===== src/icsq_pkg.sv =====
// ----------------------------------------------------------------------------
// icsq_pkg
// Shared types and constants for the igniter command sequencer.
// ----------------------------------------------------------------------------
package icsq_pkg;

  localparam int unsigned CfgW       = 20;
  localparam int unsigned FrameBytes = 4;
  localparam int unsigned StoreDepth = FrameBytes - 1;
  localparam int unsigned PosW       = $clog2(FrameBytes);
  localparam int unsigned QueueDepth = 2;
  localparam int unsigned QueuePtrW  = $clog2(QueueDepth);
  localparam int unsigned QueueCntW  = $clog2(QueueDepth + 1);

  localparam logic [7:0] CmdHdr   = 8'hAA;
  localparam logic [7:0] AckHdr   = 8'hAB;
  localparam logic [7:0] OpIgn    = 8'h49;
  localparam logic [7:0] OpSpare  = 8'h53;
  localparam logic [7:0] OpTanks  = 8'h54;
  localparam logic [7:0] OpPilot  = 8'h50;
  localparam logic [7:0] ValOn    = 8'h01;
  localparam logic [7:0] ValOff   = 8'h02;

  localparam logic [CfgW-1:0] PilotDelayRst = 20'd5000;
  localparam logic [CfgW-1:0] BurnTimeRst   = 20'd10000;

  // configuration register indexes
  localparam logic RegPilotDelay = 1'b0;
  localparam logic RegBurnTime   = 1'b1;

  // output level bit positions
  localparam int unsigned LvIgn   = 0;
  localparam int unsigned LvPilot = 1;
  localparam int unsigned LvTanks = 2;
  localparam int unsigned LvSpare = 3;

  typedef enum logic {
    EV_TICK = 1'b0,
    EV_CMD  = 1'b1
  } ev_kind_e;

  typedef struct packed {
    ev_kind_e   kind;
    logic [7:0] op;
    logic       on;
  } event_t;

  typedef enum logic [3:0] {
    PH_IDLE   = 4'b0001,
    PH_FIRING = 4'b0010,
    PH_PILOT  = 4'b0100,
    PH_DONE   = 4'b1000
  } phase_e;

endpackage


===== src/icsq_req_if.sv =====
// ----------------------------------------------------------------------------
// icsq_req_if
// Request channel: received bytes and millisecond ticks.
// ----------------------------------------------------------------------------
interface icsq_req_if;
  logic       valid;
  logic       ready;
  logic       req_type;
  logic [7:0] rx_byte;

  modport source (output valid, output req_type, output rx_byte, input ready);
  modport sink   (input valid, input req_type, input rx_byte, output ready);
endinterface


===== src/icsq_ack_if.sv =====
// ----------------------------------------------------------------------------
// icsq_ack_if
// Acknowledge channel: one frame byte per transfer plus output levels.
// ----------------------------------------------------------------------------
interface icsq_ack_if;
  logic       valid;
  logic       ready;
  logic [7:0] ack_byte;
  logic       ack_last;
  logic       igniter_on;
  logic       pilot_on;
  logic       tanks_on;
  logic       spare_on;

  modport source (output valid, output ack_byte, output ack_last, output igniter_on,
                  output pilot_on, output tanks_on, output spare_on, input ready);
  modport sink   (input valid, input ack_byte, input ack_last, input igniter_on,
                  input pilot_on, input tanks_on, input spare_on, output ready);
endinterface


===== src/icsq_front.sv =====
// ----------------------------------------------------------------------------
// icsq_front
// Gathers command frames, checks header, XOR, op and value, classifies into events.
// ----------------------------------------------------------------------------
module icsq_front (
  input  logic             clk_i,
  input  logic             rst_ni,
  icsq_req_if.sink         req_i,
  input  logic             q_full_i,
  output logic             push_o,
  output icsq_pkg::event_t ev_o
);

  logic [icsq_pkg::PosW-1:0] pos_q, pos_d;
  logic [7:0]                store_q [icsq_pkg::StoreDepth];
  logic                      accept;
  logic                      frame_done;
  logic                      frame_ok;
  logic                      known_op;
  logic                      known_val;

  assign req_i.ready = !q_full_i;
  assign accept      = req_i.valid && req_i.ready;
  assign frame_done  = (pos_q == icsq_pkg::PosW'(icsq_pkg::FrameBytes - 1));

  always_comb begin
    frame_ok  = (store_q[0] == icsq_pkg::CmdHdr) &&
                ((store_q[0] ^ store_q[1] ^ store_q[2]) == req_i.rx_byte);
    known_op  = (store_q[1] == icsq_pkg::OpIgn)   || (store_q[1] == icsq_pkg::OpPilot) ||
                (store_q[1] == icsq_pkg::OpTanks) || (store_q[1] == icsq_pkg::OpSpare);
    known_val = (store_q[2] == icsq_pkg::ValOn) || (store_q[2] == icsq_pkg::ValOff);

    ev_o.kind = req_i.req_type ? icsq_pkg::EV_TICK : icsq_pkg::EV_CMD;
    ev_o.op   = store_q[1];
    ev_o.on   = (store_q[2] == icsq_pkg::ValOn);

    push_o = accept && (req_i.req_type || (frame_done && frame_ok && known_op && known_val));

    pos_d = pos_q;
    if (accept && !req_i.req_type) begin
      pos_d = frame_done ? '0 : pos_q + 1'b1;
    end
  end

  always_ff @(posedge clk_i or negedge rst_ni) begin
    if (!rst_ni) begin
      pos_q <= '0;
    end else begin
      pos_q <= pos_d;
    end
  end

  always_ff @(posedge clk_i) begin
    if (accept && !req_i.req_type && !frame_done) begin
      store_q[pos_q] <= req_i.rx_byte;
    end
  end

endmodule


===== src/icsq_queue.sv =====
// ----------------------------------------------------------------------------
// icsq_queue
// Small event queue between the frame front end and the sequencer.
// ----------------------------------------------------------------------------
module icsq_queue (
  input  logic             clk_i,
  input  logic             rst_ni,
  input  logic             push_i,
  input  icsq_pkg::event_t ev_i,
  output logic             full_o,
  output logic             valid_o,
  input  logic             pop_i,
  output icsq_pkg::event_t ev_o
);

  icsq_pkg::event_t                mem_q [icsq_pkg::QueueDepth];
  logic [icsq_pkg::QueuePtrW-1:0]  wr_q, rd_q;
  logic [icsq_pkg::QueueCntW-1:0]  cnt_q;
  logic                            do_pop;

  assign full_o  = (cnt_q == icsq_pkg::QueueCntW'(icsq_pkg::QueueDepth));
  assign valid_o = (cnt_q != '0);
  assign ev_o    = mem_q[rd_q];
  assign do_pop  = pop_i && valid_o;

  always_ff @(posedge clk_i or negedge rst_ni) begin
    if (!rst_ni) begin
      wr_q  <= '0;
      rd_q  <= '0;
      cnt_q <= '0;
    end else begin
      if (push_i) begin
        wr_q <= (wr_q == icsq_pkg::QueuePtrW'(icsq_pkg::QueueDepth - 1)) ? '0 : wr_q + 1'b1;
      end
      if (do_pop) begin
        rd_q <= (rd_q == icsq_pkg::QueuePtrW'(icsq_pkg::QueueDepth - 1)) ? '0 : rd_q + 1'b1;
      end
      if (push_i && !do_pop) begin
        cnt_q <= cnt_q + 1'b1;
      end else if (do_pop && !push_i) begin
        cnt_q <= cnt_q - 1'b1;
      end
    end
  end

  always_ff @(posedge clk_i) begin
    if (push_i) begin
      mem_q[wr_q] <= ev_i;
    end
  end

endmodule


===== src/icsq_back.sv =====
// ----------------------------------------------------------------------------
// icsq_back
// Executes events: output levels, timed firing sequence, acknowledge frames.
// ----------------------------------------------------------------------------
module icsq_back #(
  parameter int unsigned TIMER_WIDTH = 20
) (
  input  logic                      clk_i,
  input  logic                      rst_ni,
  input  logic                      ev_valid_i,
  input  icsq_pkg::event_t          ev_i,
  output logic                      pop_o,
  input  logic [icsq_pkg::CfgW-1:0] pilot_delay_i,
  input  logic [icsq_pkg::CfgW-1:0] burn_time_i,
  icsq_ack_if.source                ack_o
);

  localparam int unsigned CmpW = (TIMER_WIDTH > icsq_pkg::CfgW) ? TIMER_WIDTH : icsq_pkg::CfgW;

  icsq_pkg::phase_e        phase_q, phase_d;
  logic [3:0]              lev_q, lev_d;
  logic [TIMER_WIDTH-1:0]  elapsed_q, elapsed_d, el_inc;
  logic                    busy_q, busy_d;
  logic [1:0]              beat_q, beat_d;
  logic [7:0]              aop_q, aop_d;
  logic                    alvl_q, alvl_d;
  logic                    last_beat;
  logic                    emit;
  logic [7:0]              e_op;
  logic                    e_lvl;
  logic [3:0]              bit_sel;

  assign last_beat = (beat_q == 2'd3);
  assign pop_o     = ev_valid_i && (!busy_q || (ack_o.ready && last_beat));
  assign el_inc    = (elapsed_q == '1) ? elapsed_q : elapsed_q + 1'b1;

  always_comb begin
    phase_d   = phase_q;
    lev_d     = lev_q;
    elapsed_d = elapsed_q;
    emit      = 1'b0;
    e_op      = ev_i.op;
    e_lvl     = ev_i.on;
    bit_sel   = '0;

    if (pop_o) begin
      if (ev_i.kind == icsq_pkg::EV_TICK) begin
        elapsed_d = el_inc;
        case (phase_q)
          icsq_pkg::PH_FIRING: begin
            if (CmpW'(el_inc) >= CmpW'(pilot_delay_i)) begin
              lev_d[icsq_pkg::LvPilot] = 1'b1;
              phase_d = icsq_pkg::PH_PILOT;
              emit    = 1'b1;
              e_op    = icsq_pkg::OpPilot;
              e_lvl   = 1'b1;
            end
          end
          icsq_pkg::PH_PILOT: begin
            if (CmpW'(el_inc) > CmpW'(burn_time_i)) begin
              lev_d[icsq_pkg::LvIgn] = 1'b0;
              phase_d = icsq_pkg::PH_DONE;
              emit    = 1'b1;
              e_op    = icsq_pkg::OpIgn;
              e_lvl   = 1'b0;
            end
          end
          icsq_pkg::PH_DONE: begin
            phase_d = icsq_pkg::PH_IDLE;
          end
          default: begin
          end
        endcase
      end else begin
        emit = 1'b1;
        if (ev_i.op == icsq_pkg::OpIgn) begin
          if (ev_i.on) begin
            lev_d[icsq_pkg::LvIgn] = 1'b1;
            phase_d   = icsq_pkg::PH_FIRING;
            elapsed_d = '0;
          end else begin
            lev_d[icsq_pkg::LvIgn]   = 1'b0;
            lev_d[icsq_pkg::LvPilot] = 1'b0;
            phase_d = icsq_pkg::PH_IDLE;
          end
        end else begin
          // front end only passes known ops, so one of these is set
          bit_sel[icsq_pkg::LvPilot] = (ev_i.op == icsq_pkg::OpPilot);
          bit_sel[icsq_pkg::LvTanks] = (ev_i.op == icsq_pkg::OpTanks);
          bit_sel[icsq_pkg::LvSpare] = (ev_i.op == icsq_pkg::OpSpare);
          lev_d = ev_i.on ? (lev_q | bit_sel) : (lev_q & ~bit_sel);
        end
      end
    end
  end

  always_comb begin
    busy_d = busy_q;
    beat_d = beat_q;
    aop_d  = aop_q;
    alvl_d = alvl_q;
    if (busy_q && ack_o.ready) begin
      beat_d = beat_q + 1'b1;
      if (last_beat) begin
        busy_d = 1'b0;
      end
    end
    if (emit) begin
      busy_d = 1'b1;
      beat_d = '0;
      aop_d  = e_op;
      alvl_d = e_lvl;
    end
  end

  always_comb begin
    case (beat_q)
      2'd0:    ack_o.ack_byte = icsq_pkg::AckHdr;
      2'd1:    ack_o.ack_byte = aop_q;
      2'd2:    ack_o.ack_byte = {7'd0, alvl_q};
      default: ack_o.ack_byte = icsq_pkg::AckHdr ^ aop_q ^ {7'd0, alvl_q};
    endcase
  end

  assign ack_o.valid      = busy_q;
  assign ack_o.ack_last   = last_beat;
  assign ack_o.igniter_on = lev_q[icsq_pkg::LvIgn];
  assign ack_o.pilot_on   = lev_q[icsq_pkg::LvPilot];
  assign ack_o.tanks_on   = lev_q[icsq_pkg::LvTanks];
  assign ack_o.spare_on   = lev_q[icsq_pkg::LvSpare];

  always_ff @(posedge clk_i or negedge rst_ni) begin
    if (!rst_ni) begin
      phase_q   <= icsq_pkg::PH_IDLE;
      lev_q     <= '0;
      elapsed_q <= '0;
      busy_q    <= 1'b0;
      beat_q    <= '0;
    end else begin
      phase_q   <= phase_d;
      lev_q     <= lev_d;
      elapsed_q <= elapsed_d;
      busy_q    <= busy_d;
      beat_q    <= beat_d;
    end
  end

  always_ff @(posedge clk_i) begin
    aop_q  <= aop_d;
    alvl_q <= alvl_d;
  end

endmodule


===== src/igniter_command_sequencer.sv =====
// ----------------------------------------------------------------------------
// igniter_command_sequencer
// Command frame receiver and timed igniter/pilot sequencer with acknowledges.
// ----------------------------------------------------------------------------
//  channel | dir | payload                                        | transfer
//  req_i   | in  | req_type, rx_byte                              | valid & ready
//  ack_o   | out | ack_byte, ack_last, igniter/pilot/tanks/spare  | valid & ready
//  cfg     | in  | cfg_we_i, cfg_idx_i, cfg_wdata_i               | cfg_we_i
//
// An item that causes no acknowledge leaves the back end free for the next;
// one with an acknowledge holds the next until its four frame beats are taken.
// A two-entry event queue lets requests keep flowing while a frame drains.
// Reset is asynchronous and takes effect at once; no clearing pass.
// Output stalls back up into the queue, then into req_i.ready.
// ----------------------------------------------------------------------------
module igniter_command_sequencer #(
  parameter int unsigned TIMER_WIDTH = 20
) (
  input  logic                      clk_i,
  input  logic                      rst_ni,
  icsq_req_if.sink                  req_i,
  icsq_ack_if.source                ack_o,
  input  logic                      cfg_we_i,
  input  logic                      cfg_idx_i,
  input  logic [icsq_pkg::CfgW-1:0] cfg_wdata_i
);

  logic [icsq_pkg::CfgW-1:0] pilot_delay_q;
  logic [icsq_pkg::CfgW-1:0] burn_time_q;
  logic                      q_full;
  logic                      push;
  logic                      q_valid;
  logic                      pop;
  icsq_pkg::event_t          ev_in;
  icsq_pkg::event_t          ev_out;

  always_ff @(posedge clk_i or negedge rst_ni) begin
    if (!rst_ni) begin
      pilot_delay_q <= icsq_pkg::PilotDelayRst;
      burn_time_q   <= icsq_pkg::BurnTimeRst;
    end else if (cfg_we_i) begin
      case (cfg_idx_i)
        icsq_pkg::RegPilotDelay: pilot_delay_q <= cfg_wdata_i;
        icsq_pkg::RegBurnTime:   burn_time_q   <= cfg_wdata_i;
        default: begin
        end
      endcase
    end
  end

  icsq_front u_front (
    .clk_i    (clk_i),
    .rst_ni   (rst_ni),
    .req_i    (req_i),
    .q_full_i (q_full),
    .push_o   (push),
    .ev_o     (ev_in)
  );

  icsq_queue u_queue (
    .clk_i   (clk_i),
    .rst_ni  (rst_ni),
    .push_i  (push),
    .ev_i    (ev_in),
    .full_o  (q_full),
    .valid_o (q_valid),
    .pop_i   (pop),
    .ev_o    (ev_out)
  );

  icsq_back #(
    .TIMER_WIDTH (TIMER_WIDTH)
  ) u_back (
    .clk_i         (clk_i),
    .rst_ni        (rst_ni),
    .ev_valid_i    (q_valid),
    .ev_i          (ev_out),
    .pop_o         (pop),
    .pilot_delay_i (pilot_delay_q),
    .burn_time_i   (burn_time_q),
    .ack_o         (ack_o)
  );

endmodule


===== src/flat_wrapper.sv =====
// flat-port wrapper written by rule: the top's interface ports become plain ports
module igniter_command_sequencer_flat 
#(
  parameter int unsigned TIMER_WIDTH = 20
)
  (clk_i, rst_ni, cfg_we_i, cfg_idx_i, cfg_wdata_i, req_i_valid, req_i_req_type, req_i_rx_byte, req_i_ready, ack_o_valid, ack_o_ack_byte, ack_o_ack_last, ack_o_igniter_on, ack_o_pilot_on, ack_o_tanks_on, ack_o_spare_on, ack_o_ready);
  icsq_req_if req_i_i ();
  icsq_ack_if ack_o_i ();
  input  logic clk_i;
  input  logic rst_ni;
  input  logic cfg_we_i;
  input  logic cfg_idx_i;
  input  logic [icsq_pkg::CfgW-1:0] cfg_wdata_i;
  input wire logic [$bits(req_i_i.valid)-1:0] req_i_valid;
  input wire logic [$bits(req_i_i.req_type)-1:0] req_i_req_type;
  input wire logic [$bits(req_i_i.rx_byte)-1:0] req_i_rx_byte;
  output wire logic [$bits(req_i_i.ready)-1:0] req_i_ready;
  output wire logic [$bits(ack_o_i.valid)-1:0] ack_o_valid;
  output wire logic [$bits(ack_o_i.ack_byte)-1:0] ack_o_ack_byte;
  output wire logic [$bits(ack_o_i.ack_last)-1:0] ack_o_ack_last;
  output wire logic [$bits(ack_o_i.igniter_on)-1:0] ack_o_igniter_on;
  output wire logic [$bits(ack_o_i.pilot_on)-1:0] ack_o_pilot_on;
  output wire logic [$bits(ack_o_i.tanks_on)-1:0] ack_o_tanks_on;
  output wire logic [$bits(ack_o_i.spare_on)-1:0] ack_o_spare_on;
  input wire logic [$bits(ack_o_i.ready)-1:0] ack_o_ready;
  assign req_i_i.valid = req_i_valid;
  assign req_i_i.req_type = req_i_req_type;
  assign req_i_i.rx_byte = req_i_rx_byte;
  assign req_i_ready = req_i_i.ready;
  assign ack_o_valid = ack_o_i.valid;
  assign ack_o_ack_byte = ack_o_i.ack_byte;
  assign ack_o_ack_last = ack_o_i.ack_last;
  assign ack_o_igniter_on = ack_o_i.igniter_on;
  assign ack_o_pilot_on = ack_o_i.pilot_on;
  assign ack_o_tanks_on = ack_o_i.tanks_on;
  assign ack_o_spare_on = ack_o_i.spare_on;
  assign ack_o_i.ready = ack_o_ready;
  igniter_command_sequencer #(.TIMER_WIDTH(TIMER_WIDTH)) u_core (.clk_i(clk_i), .rst_ni(rst_ni), .req_i(req_i_i), .ack_o(ack_o_i), .cfg_we_i(cfg_we_i), .cfg_idx_i(cfg_idx_i), .cfg_wdata_i(cfg_wdata_i));
endmodule

===== config.mk =====
export PLATFORM = sky130hd
export DESIGN_NAME = igniter_command_sequencer_flat
export DESIGN_NICKNAME = d
export VERILOG_FILES = /design/src/icsq_pkg.sv /design/src/icsq_req_if.sv /design/src/icsq_ack_if.sv /design/src/icsq_front.sv /design/src/icsq_queue.sv /design/src/icsq_back.sv /design/src/igniter_command_sequencer.sv /design/src/flat_wrapper.sv
export SDC_FILE = /design/constraint.sdc
export NUM_CORES = 1
export LEC_CHECK = 0
export ABC_CLOCK_PERIOD_IN_PS = 6100
export BUFFER_PORTS_ARGS = -buffer_cell sky130_fd_sc_hd__buf_2
export CAP_MARGIN = 0
export CORE_MARGIN = 3
export CORE_UTILIZATION = 55
export DETAILED_ROUTE_END_ITERATION = 8
export HOLD_SLACK_MARGIN = 0.05
export PLACE_DENSITY = 0.74
export SLEW_MARGIN = 25
export SYNTH_ARGS = -nofsm -noshare
export SYNTH_HDL_FRONTEND = slang
export SYNTH_HIERARCHICAL = 1
export SYNTH_SLANG_ARGS = --single-unit

===== constraint.sdc =====
create_clock -name clk_i -period 6.1 [get_ports clk_i]
set_input_delay 1.22 -clock clk_i [delete_from_list [all_inputs] [get_ports clk_i]]
set_output_delay 1.22 -clock clk_i [all_outputs]
set_load 0.005 [all_outputs]

Word-level counts from Yosys, hierarchy flattened

Memories as Yosys holds them, arrays and structs flattened.
Index checks and enable logic that the tools add are counted.

Bits in registers: 86
RAM bits: 44
Output and inout bits: 15
Memories kept: 2

Add/sub/neg operators: 7
Order comparisons: 2
Equal/unequal tests: 26
Muxes and demuxes: 50
Bitwise gates (word level): 9
Reductions and logical operators: 44

Memory list:

| name                   | depth | width | read ports | clocked after memory_dff | wr ports | RTL line         | source |
|---|---|---|---|---|---|---|---|
| u_core.u_front.store_q | 3     | 8     | 3          | 0                        | 1        | icsq_front.sv:15 | `logic [7:0] store_q [icsq_pkg::StoreDepth];` |
| u_core.u_queue.mem_q   | 2     | 10    | 1          | 0                        | 1        | icsq_queue.sv:16 | `icsq_pkg::event_t mem_q [icsq_pkg::QueueDepth];` |

Operators with widths:

| operator                                             | number |
|---|---|
| two-way mux 20 bit                                   | 4 |
| equality test 8 x 7 -> 1 bit (second input constant) | 8 |
| two-way mux 8 bit                                    | 4 |
| two-way mux 1 bit                                    | 24 |
| one-hot mux 8 bit (3 select lines)                   | 1 |
| adder 20 x 1 -> 20 bit (second input constant)       | 1 |
| equality test 20 bit (second input constant)         | 1 |
| greater-or-equal comparator 20 bit                   | 1 |
| > comparator 20 bit                                  | 1 |
| two-way mux 4 bit                                    | 5 |
| two-way mux 2 bit                                    | 8 |
| one-hot mux 8 bit (2 select lines)                   | 1 |
| nonzero test 2 bit                                   | 8 |
| bitwise XOR 8 bit                                    | 2 |
| logical AND 1 bit                                    | 14 |
| one-hot mux 4 bit (3 select lines)                   | 1 |
| != test 3 bit (second input constant)                | 3 |
| AND reduction 3 bit                                  | 3 |
| equality test 2 bit (second input constant)          | 4 |
| equality test 8 x 1 -> 1 bit (second input constant) | 1 |
| equality test 8 x 2 -> 1 bit (second input constant) | 1 |
| equality test 8 bit                                  | 1 |
| equality test 8 bit (second input constant)          | 1 |
| bitwise XOR 8 x 1 -> 8 bit                           | 1 |
| other kinds (22)                                     | 39 |

Depth between registers and ports, before layout

An unclocked memory read counts as a cell.

Depth in word-level cells: 14
Gate-level depth with buffers: 15

Modules after synthesis

Netlist, hierarchy kept.

By module, submodules not included:

| module                    | times used | cells an instance | area each (um2) |
|---|---|---|---|
| icsq_back                 | 1          | 413               | 3508.4 |
| igniter_command_sequencer | 1          | 86                | 1612.8 |
| icsq_front                | 1          | 88                | 1234.9 |
| icsq_queue                | 1          | 47                | 928.4 |

Worst setup path before layout

Ideal clock, no wire load.

Path kind: register to register
Start point: register u_core.u_back.elapsed_q[0]
End point: register u_core.u_back.alvl_q (enable)
Library setup time: 384 ps
Data arrival time: 3313 ps
Required time: 5716 ps
Setup slack: 2403 ps
Cell stages (with the launch flop): 13
Buffers on the path: 0
Clock period less this slack: 3697 ps
Cell sequence: dfrtp_1 ha_1 nand4_1 nor3_1 nand3_1 mux2_2 ha_1 and4_1 and4_1 o21ai_0 o2111ai_1 nand3_1 a31oi_1

Cells in the longest elaborated chain, start to end: 7
Elaborated cells between the ends (all ways): 10

RTL lines:

| element                                                                   | RTL line                         | source |
|---|---|---|
| from (decl)                                                               | icsq_back.sv:22                  | `logic [TIMER_WIDTH-1:0] elapsed_q, elapsed_d, el_inc;` |
| from (signal assigned)                                                    | icsq_back.sv:142                 | `elapsed_q <= elapsed_d;` |
| adder 20 x 1 -> 20 bit or equality test 20 bit (tied branches)            | icsq_back.sv:35                  | `assign el_inc = (elapsed_q == '1) ? elapsed_q : elapsed_q + 1'b1;` |
| two-way mux 20 bit (*)                                                    | icsq_back.sv:35                  |  |
| > comparator 20 bit or greater-or-equal comparator 20 bit (tied branches) | icsq_back.sv:60, icsq_back.sv:51 |  |
| two-way mux 1 bit (on tied branches)                                      | icsq_back.sv:60, icsq_back.sv:51 |  |
| one-hot mux 1 bit (2 select lines) (*)                                    | icsq_back.sv:49                  | `case (phase_q)` |
| two-way mux 1 bit (*)                                                     | icsq_back.sv:47                  | `if (ev_i.kind == icsq_pkg::EV_TICK) begin` |
| two-way mux 1 bit (*)                                                     | icsq_back.sv:46                  | `if (pop_o) begin` |
| to (signal assigned)                                                      | icsq_back.sv:150                 | `alvl_q <= alvl_d;` |
| to (decl)                                                                 | icsq_back.sv:26                  | `logic alvl_q, alvl_d;` |

Every way passes the cells marked *; elsewhere a longest branch is shown, timed or not.
A chain may end at the register's enable or synchronous reset.

Worst setup path in the final report

Start point: register u_core.u_back.elapsed_q[7]
End point: register u_core.u_back.aop_q[1] (enable)

Cells in the longest elaborated chain, start to end: 7
Elaborated cells between the ends (all ways): 10

RTL lines:

| element                                                                   | RTL line                         | source |
|---|---|---|
| adder 20 x 1 -> 20 bit or equality test 20 bit (tied branches)            | icsq_back.sv:35                  |  |
| two-way mux 20 bit (*)                                                    | icsq_back.sv:35                  |  |
| > comparator 20 bit or greater-or-equal comparator 20 bit (tied branches) | icsq_back.sv:60, icsq_back.sv:51 |  |
| two-way mux 1 bit (on tied branches)                                      | icsq_back.sv:60, icsq_back.sv:51 |  |
| one-hot mux 1 bit (2 select lines) (*)                                    | icsq_back.sv:49                  |  |
| two-way mux 1 bit (*)                                                     | icsq_back.sv:47                  |  |
| two-way mux 1 bit (*)                                                     | icsq_back.sv:46                  |  |
| to (signal assigned)                                                      | icsq_back.sv:149                 | `aop_q <= aop_d;` |
| to (decl)                                                                 | icsq_back.sv:25                  | `logic [7:0] aop_q, aop_d;` |

Marks and branches as above.

==> impl_metrics.toml <==
[timing]
slew_violations = 0
finClkSkew_ps = 7.67
period_needed_ps = 4180
setup_viol = 0
relSlewSlack_pct = 41.8
final.setup.tns_ps = 0
worst_hold_slack_ps = 491
min_period_over_period_pct = 68.6
timing.fmax_mhz = 239
rsz0062_at_grt = "false"
hold_violations = 0
worst_pin_slew_ps = 872

[global_routing]
grt_max_degree = 78
antenna_found_initial = 0
grt_pass1_vias = 4936
grt_first_pass_wirelength_um = 23900
globalRouteTotalUtil_pct = 20.6
grt_overflow = 0

[critical_path]
cp-start-kind = "flip-flop"
worstPathArrival_ps = 4250
critical_path.reg2reg.endpoint = "u_core/u_back/aop_q[1]$_DFFE_PP_"
reg2reg_from = "u_core/u_back/elapsed_q[7]$_DFFE_PN0P_"
crit_path_end_kind = "flip-flop"
crit_fanout = 12
r2r_slack_ps = 1920
criticalPathCategory = "flip-flop to flip-flop"
critPathCapture = "u_core/u_back/aop_q[1]$_DFFE_PP_"
worstPathRequired_ps = 6160
startpoint = "u_core/u_back/elapsed_q[7]$_DFFE_PN0P_"
r2r_cells = 12

[clock_network]
cts-buffers-inserted = 17
cts_hold_buffers = 0
clock-root-buffer = "clkbuf_16"
clk_pin_slew_worst_paths_ps = 60
max-clock-path-buffers = 2
cts_max_level = 4
cts_resized = 0
clk-insertion-delay-late_ps = 430
cts_sinks = 130
cts_tree = "yes"
post_cts_buffers = 0

[cells_and_area]
mostFrequentLayoutCells = "dfrtp_1, edfxtp_1, inv_1"
n_antenna_cell = 0
final_nets = 773
final_common_cell = "dfrtp_1"
area_growth_pct = 13.0
fillCellCount = 963
fin_util_pct = 64.4
drive_above_1_share_pct = 24.5

[drt]
first_pass_iters = 5
postRouteAntennaNets = 0
drc_errors = 0
first_iter_violations = 401
wirelength_um = 14300
viasPerCell = 5.71
avgRoutedWirePerCell_um = 16.4
route.vias.total = 4987

[floorplan]
die_y_um = 121
core_area_mm2 = 0.0128
die_x_um = 121
placement_rows = 41
num_io_pins = 50
dieArea_mm2 = 0.0147
initial_core_util_pct = 57.0

[place]
routabilityCongestion = 0.864
portBuffers = 49
hpwl_um = 10400

[run]
cap_viol_max_count = 0

[synth]
synth_edf_count = 53
syn_nets = 719
ys_types = 70
synth_seq_cells = 130
synth_top_area_share_pct = 22.7
yosys.area.top_type = "dfrtp_1"
synth_area_leaders = "dfrtp_1, edfxtp_1, ha_1"
ys_seq_area_share_pct = 48.5
postSynthCellCount = 634
yosys_warnings = 6
async_flop_share_pct = 59.2
synthFlopType = "dfrtp_1"
synth_area_per_cell_um2 = 11.5
syn_area_mm2 = 0.00728

[power_and_ir_drop]
power.density_mw_per_mm2 = 364
p_leak_uw = 0.00363
ir_drop_uv = 243

[outcome]
status = "finished clean"

[hold_path]
hold_class = "flip-flop to flip-flop"
critical path: stages (launching register included):
cell       delay, ps
dfrtp_1          500
nand4_1          220
nor4_2           430
nand2b_1         340
and4_1           360
xor2_1           170
ha_1             300
and4_1           200
and4_1           210
o21ai_0           90
o2111ai_1        190
nand3_1          220
a31oi_2          590
worst min-delay path by stage:
stage	start	endpoint	slack, ps	depth (start not counted)
after CTS	u_core/u_queue/wr_q$_DFFE_PN0P_	u_core/u_queue/wr_q$_DFFE_PN0P_	490	1
after global routing	u_core/u_queue/wr_q$_DFFE_PN0P_	u_core/u_queue/wr_q$_DFFE_PN0P_	500	1
after global placement	u_core/u_queue/wr_q$_DFFE_PN0P_	u_core/u_queue/wr_q$_DFFE_PN0P_	470	1
after floorplan	u_core/u_queue/wr_q$_DFFE_PN0P_	u_core/u_queue/wr_q$_DFFE_PN0P_	460	1
after detailed placement	u_core/u_queue/wr_q$_DFFE_PN0P_	u_core/u_queue/wr_q$_DFFE_PN0P_	480	1
final	u_core/u_queue/wr_q$_DFFE_PN0P_	u_core/u_queue/wr_q$_DFFE_PN0P_	490	1
stage by stage:
stage               instances  total power (uW)  cell area, um^2  setup slack (ps)
detailed placement        841              2010             7640              1750
floorplan                 634              1780             7280              2400
CTS                       873              3010             8220              1700
global placement          841              1970             7640              1900
global route              873              3160             8230              1550
finish                    873              2990             8230              1920
state kept, by name, indices dropped and copies added, names as in the netlist, named ones only:
register	flops
u_core/u_front/pos_q	2
u_core/u_queue/wr_q	1
u_core/burn_time_q	20
u_core/u_back/ack_o.valid	1
u_core/pilot_delay_q	20
u_core/u_back/beat_q	2
u_core/u_back/aop_q	8
u_core/u_back/alvl_q	1
u_core/u_back/phase_q	4
u_core/u_queue/cnt_q	2
u_core/u_queue/rd_q	1
u_core/u_back/lev_q	2
u_core/u_back/elapsed_q	20
u_core/u_queue/mem_q	20
u_core/u_front/store_q	24
layout make-up:
cell class,instances,area [um^2],share of cell area [%]
flip-flops and latches,130,3530,42.9
multi-input cells,436,3440,41.8
clock buffers,17,425,5.17
repair buffers,50,259,3.15
well taps,172,215,2.62
inverters,53,199,2.42
clock inverters,15,154,1.87
kinds of logic after synthesis:
group	Yosys count	synth area share, %
flip-flops	130	48.5
adder cells (fa/ha/maj)	50	8.59
multiplexers	58	10.1
AO/OA/AOI/OAI	116	10.8
XOR/XNOR	44	5.29
AND/OR/NAND/NOR	168	12.5
buffers and inverters	68	4.33
cells in the mapped netlist (7+ instances only):
cell type and number:
dfrtp_1 66, edfxtp_1 53, inv_1 52, ha_1 50, nand2_1 50, mux2_2 33, a21oi_1 28, nor2_1 27
xnor2_1 27, mux2_4 22, o21ai_1 19, xor2_1 17, nand3_1 16, o21ai_0 14, nand4_1 12, dfstp_2 11
and3_1 10, and4_1 9, a211oi_1 8, o31ai_1 8, and2_1 7, nor3_1 7
routing by layer:
layer | global-route usage (%) | routed length [um]
met5 | 0 | 0
met3 | 4.48 | 687
met4 | 9.56 | 385
met1 | 27.4 | 6450
met2 | 32.4 | 6770
report_power, final:
| group | internal, uW | switching (uW) |
|---|---|---|
| logic | 362 | 447 |
| registers | 1080 | 118 |
| clock network | 549 | 442 |
Note: power is estimated with default switching activity, not from simulation.
